File: config.mk
export PLATFORM = sky130hd
export DESIGN_NAME = qte_queue
export DESIGN_NICKNAME = d
export VERILOG_FILES = /design/src/rtl/qte_pkg.sv /design/src/rtl/qte_queue.sv
export SDC_FILE = /design/constraint.sdc
export NUM_CORES = 1
export LEC_CHECK = 0
export BUFFER_PORTS_ARGS = -buffer_cell sky130_fd_sc_hd__buf_2
export CELL_PAD_IN_SITES_DETAIL_PLACEMENT = 1
export CELL_PAD_IN_SITES_GLOBAL_PLACEMENT = 2
export CORE_MARGIN = 4
export CORE_UTILIZATION = 45
export CTS_CLUSTER_DIAMETER = 60
export DETAILED_ROUTE_END_ITERATION = 12
export PLACE_DENSITY_LB_ADDON = 0.1
export SLEW_MARGIN = 10
export SYNTH_ARGS = -nofsm -noshare
export SYNTH_HDL_FRONTEND = slang
export SYNTH_SLANG_ARGS = --single-unit
File: constraint.sdc
create_clock -name i_clk -period 9.35 [get_ports i_clk]
set_clock_uncertainty 0.1 [all_clocks]
set_input_delay 0.935 -clock i_clk [delete_from_list [all_inputs] [get_ports i_clk]]
set_output_delay 0.935 -clock i_clk [all_outputs]
set_load 0.02 [all_outputs]
File: src/rtl/qte_pkg.sv
// Shared types and constants for the quaternion to Euler angle converter.
// Holds the fixed-point widths, the arctangent table and the queue item type.
// Depends on nothing; the converter's modules and the testbench import it.
package qte_pkg;

    localparam int CORDIC_STAGES_DEF = 16;
    localparam int ANGLE_FRAC_DEF    = 13;
    localparam int ACC_FRAC          = 30;
    localparam int TBL_LEN           = 24;

    localparam int ARG_W   = 34;
    localparam int CW      = 38;
    localparam int ZW      = 35;
    localparam int S_W     = 30;
    localparam int C_W     = 29;
    localparam int SQ_STEPS = C_W;
    localparam int SQ_W    = 2 * C_W - 1;
    localparam int MARG_W  = 13;

    localparam int QDEPTH = 4;
    localparam int QA_W   = 2;

    localparam logic signed [ZW-1:0] PI_ACC      = 35'sd3373259426;
    localparam logic signed [ZW-1:0] HALF_PI_ACC = 35'sd1686629713;
    localparam logic signed [ARG_W-1:0] ONE_Q28  = 34'sd268435456;

    localparam logic signed [ZW-1:0] ATAN_TBL [TBL_LEN] = '{
        35'sd843314857, 35'sd497837829, 35'sd263043837, 35'sd133525159,
        35'sd67021687,  35'sd33543516,  35'sd16775851,  35'sd8388437,
        35'sd4194283,   35'sd2097149,   35'sd1048576,   35'sd524288,
        35'sd262144,    35'sd131072,    35'sd65536,     35'sd32768,
        35'sd16384,     35'sd8192,      35'sd4096,      35'sd2048,
        35'sd1024,      35'sd512,       35'sd256,       35'sd128
    };

    typedef struct packed {
        logic signed [S_W-1:0]   s;
        logic        [C_W-1:0]   c;
        logic signed [ARG_W-1:0] yn_y;
        logic signed [ARG_W-1:0] yn_x;
        logic signed [ARG_W-1:0] rl_y;
        logic signed [ARG_W-1:0] rl_x;
        logic signed [ARG_W-1:0] yl_y;
        logic signed [ARG_W-1:0] yl_x;
    } t_item;

endpackage

File: src/rtl/qte_queue.sv
// Short queue between the front and back pipelines.
// Depends on qte_pkg for the item type and depth.
module qte_queue (
    input  logic           i_clk,
    input  logic           i_rst_n,
    input  logic           i_push,
    input  qte_pkg::t_item i_item,
    output logic           o_full,
    input  logic           i_pop,
    output qte_pkg::t_item o_item,
    output logic           o_empty
);
    import qte_pkg::*;

    t_item           r_mem [QDEPTH];
    logic [QA_W-1:0] r_wp, r_rp;
    logic [QA_W:0]   r_cnt;
    logic            do_push, do_pop;

    assign o_full  = r_cnt == (QA_W+1)'(QDEPTH);
    assign o_empty = r_cnt == '0;
    assign do_push = i_push && !o_full;
    assign do_pop  = i_pop && !o_empty;
    assign o_item  = r_mem[r_rp];

    always_ff @(posedge i_clk) begin
        if (!i_rst_n) begin
            r_wp  <= '0;
            r_rp  <= '0;
            r_cnt <= '0;
        end else begin
            if (do_push) begin
                r_wp <= r_wp + 1'b1;
            end
            if (do_pop) begin
                r_rp <= r_rp + 1'b1;
            end
            if (do_push && !do_pop) begin
                r_cnt <= r_cnt + 1'b1;
            end else if (do_pop && !do_push) begin
                r_cnt <= r_cnt - 1'b1;
            end
        end
    end

    always_ff @(posedge i_clk) begin
        if (do_push) begin
            r_mem[r_wp] <= i_item;
        end
    end

endmodule

==> flow_metrics.env <==
export IMPL_port_buffers=531
export IMPL_place_congestion=0.731
export IMPL_cp_top_family="buffers and inverters"
export IMPL_num_rows=106
export IMPL_slew_viol_final=0
export IMPL_cp_arrival_ns=3.74
export IMPL_crit_top_cell="buf_4"
export IMPL_cp_data_required_time_ns=8.32
export IMPL_hold_buffers=0
export IMPL_leakage_nw=15.2
export IMPL_cts_htree_levels=3
export IMPL_insertion_delay_ns=0.65
export IMPL_antenna_found_initial=42
export IMPL_synth_warnings=0
export IMPL_cts_buffers=114
export IMPL_cts_resized=0
export IMPL_synth_edff_count=1052
export IMPL_rsz0062_at_grt="no"
export IMPL_dr_first_iter_drc_count=1098
export IMPL_slew_headroom_pct=25.7
export IMPL_cts_setup_buffers=0
export IMPL_postRouteAntennaNets=0
export IMPL_end_kind="output port"
export IMPL_fmax_mhz=209
export IMPL_worst_path_stages=4
export IMPL_met3_usage_pct=5.64
export IMPL_drt_pass1_iterations=5
export IMPL_layout_drive_gt1_share_pct=46.0
export IMPL_wl_per_cell_um=26.4
export IMPL_grt_overflow=0
export IMPL_critPathCapture="o_item[87]"
export IMPL_syn_area_mm2=0.0383
export IMPL_finalCritPeriodShare_pct=51.1
export IMPL_cpMaxStageDelayCell="buf_4"
export IMPL_die_x_um=300
export IMPL_setup_tns_final_ns=0
export IMPL_crit_type="flop to output port"
export IMPL_met1_usage_pct=23.4
export IMPL_power_density_mw_per_mm2=294
export IMPL_setup_ws_ns=4.57
export IMPL_yosysTopAreaCellShare_pct=82.5
export IMPL_grt_max_degree=146
export IMPL_peakVddDrop_v=0.000237
export IMPL_r2r_end="r_mem[2][126]"
export IMPL_yosysTopAreaCell="edfxtp_1"
export IMPL_async_reset_ff_share_pct=0
export IMPL_grt_pass1_vias=18900
export IMPL_via_per_inst=5.30
export IMPL_startpoint_type="flop"
export IMPL_die_area_mm2=0.0898
export IMPL_track_usage_pct=19.1
export IMPL_die_h_um=300
export IMPL_hold_viol=0
export IMPL_cts_tree="yes"
export IMPL_pre_cts_slack_ns=5.08
export IMPL_cts_buffer_depth=3
export IMPL_setup_viol=0
export IMPL_cp_num_buf_inv=3
export IMPL_min_period_ns=4.78
export IMPL_start_util_pct=45.6
export IMPL_fillCellCount=7236
export IMPL_status="finished, final reports clean"
export IMPL_coreArea_mm2=0.0840
export IMPL_cap_violations=0
export IMPL_cts_num_sinks=1061
export IMPL_hold_class="input port to flop"
export IMPL_drc=0
export IMPL_synth_ff_latch_count=1061
export IMPL_syn_area_per_cell_um2=27.0
export IMPL_use_met2_pct=33.1
export IMPL_path_cells="buf_4 -> buf_4 -> mux4_2 -> buf_2"
export IMPL_synth_cells=1421
export IMPL_cp_slowest_stage_delay_ns=0.85
export IMPL_clkTransAtPathRegs_ns=0.06
export IMPL_fin_nets=2303
export IMPL_grt_first_pass_wirelength_mm=127
export IMPL_area_growth_pct=19.7
export IMPL_reg2reg_depth=5
export IMPL_synth_common_cells="1052 x edfxtp_1, 263 x mux4_2, 31 x buf_2, 15 x buf_1, 9 x dfxtp_1"
export IMPL_ios=532
export IMPL_tightest_slew_ns=1.11
export IMPL_dp_hpwl_mm=54.2
export IMPL_ys_flop_type="edfxtp_1"
export IMPL_synthDistinctLibCells=23
export IMPL_synth_area_leaders="edfxtp_1 82%, mux4_2 15%, dfxtp_1 0.47%, buf_2 0.41%, buf_6 0.24%"
export IMPL_synth_nets=1694
export IMPL_ctsRootBufferMaster="clkbuf_16"
export IMPL_dr_total_vias=17300
export IMPL_wirelength_mm=86.2
export IMPL_top_usage_layer="met2"
export IMPL_critPathMaxFanout=61
export IMPL_r2r_slack_ns=5.74
export IMPL_yosysMostFrequentCell="edfxtp_1"
export IMPL_synth_seq_area_share_pct=82.9
export IMPL_r2r_start="r_cnt[0]"
[placed cells by master (no fill, tap or decap), drive strengths merged, types with 2 or more instances in the layout]
cell type	n
edfxtp	1052
buf	553
mux4	263
clkbuf	137
clkinv	53
diode	13
dfxtp	9
and2	8
bufinv	7
inv	7
ha	5
nand2	4
xnor2	3
mux2i	3
clkinvlp	3
nor2b	2
[worst min path at each step]
stage,from,to,slack (ns),cells after the start
after floorplan,r_wp[1],r_wp[1],0.37,2
after CTS,i_item[107],r_mem[3][107],0.33,1
after detailed placement,r_wp[1],r_wp[1],0.41,2
final,i_item[221],r_mem[3][221],0.39,1
after global placement,r_wp[0],r_wp[0],0.38,2
after global routing,i_item[107],r_mem[3][107],0.35,1
[through the flow]
| step | instance area, um2 | total power [mW] | util [%] | hold slack [ns] | std cells |
|---|---|---|---|---|---|
| global placement | 42300 | 9.44 | 50.4 | 0.380 | 3048 |
| CTS | 45800 | 13.7 | 54.6 | 0.333 | 3252 |
| finish | 45800 | 13.5 | 54.6 | 0.391 | 3265 |
| floorplan | 38300 | 8.35 | - | 0.368 | 1421 |
| detailed placement | 42300 | 9.47 | 50.4 | 0.409 | 3048 |
| global route | 45800 | 14.1 | 54.6 | 0.346 | 3258 |
[state kept, by name (all words and copies together) (netlist names), named ones only]
name,count
r_rp,2
r_mem,1052
r_wp,2
r_cnt,3
[layout make-up]
type	instances	area (um2)	area share, %
clock buffer	137	2980	6.50
inverter	3	11.3	0.0246
antenna	13	32.5	0.0710
multi-input combinational	297	6210	13.5
timing repair buffer	553	2870	6.27
clock inverter	67	546	1.19
sequential	1061	31800	69.3
tap	1134	1420	3.09
[metal layers]
metal  wire length, um  part of all wire [%]
met1             32500                    38
met2             45200                    52
met3              6090                   7.1
met4              2240                   2.6
met5               183                  0.21
[worst register-to-register path: cells and delay by family, from the launching register on]
family / cells / cell delay (ns)
buf+inv: 2 / 1.62
flops: 1 / 0.45
simple gates: 3 / 0.98
[power by group]
group / switching (mW) / leakage [nW] / internal (mW)
Combinational: 2.02 / 3.73 / 1.31
Clock: 1.75 / 1.72 / 2.45
Sequential: 0.156 / 9.72 / 5.78
[cell families (layout without fill, tap and decap cells)]
kind of cell / after synthesis / count (layout) / synth area share, %
adder cells (fa/ha/maj): 6 / 6 / 0.216
multiplexers: 266 / 266 / 15.5
other: 0 / 13 / 0
AO/OA/AOI/OAI: 4 / 4 / 0.0751
XOR/XNOR: 4 / 4 / 0.0915
AND/OR/NAND/NOR: 17 / 17 / 0.252
buffers and inverters: 63 / 760 / 0.875
flip-flops: 1061 / 1061 / 82.9
Power figures use the tool's default switching activity.
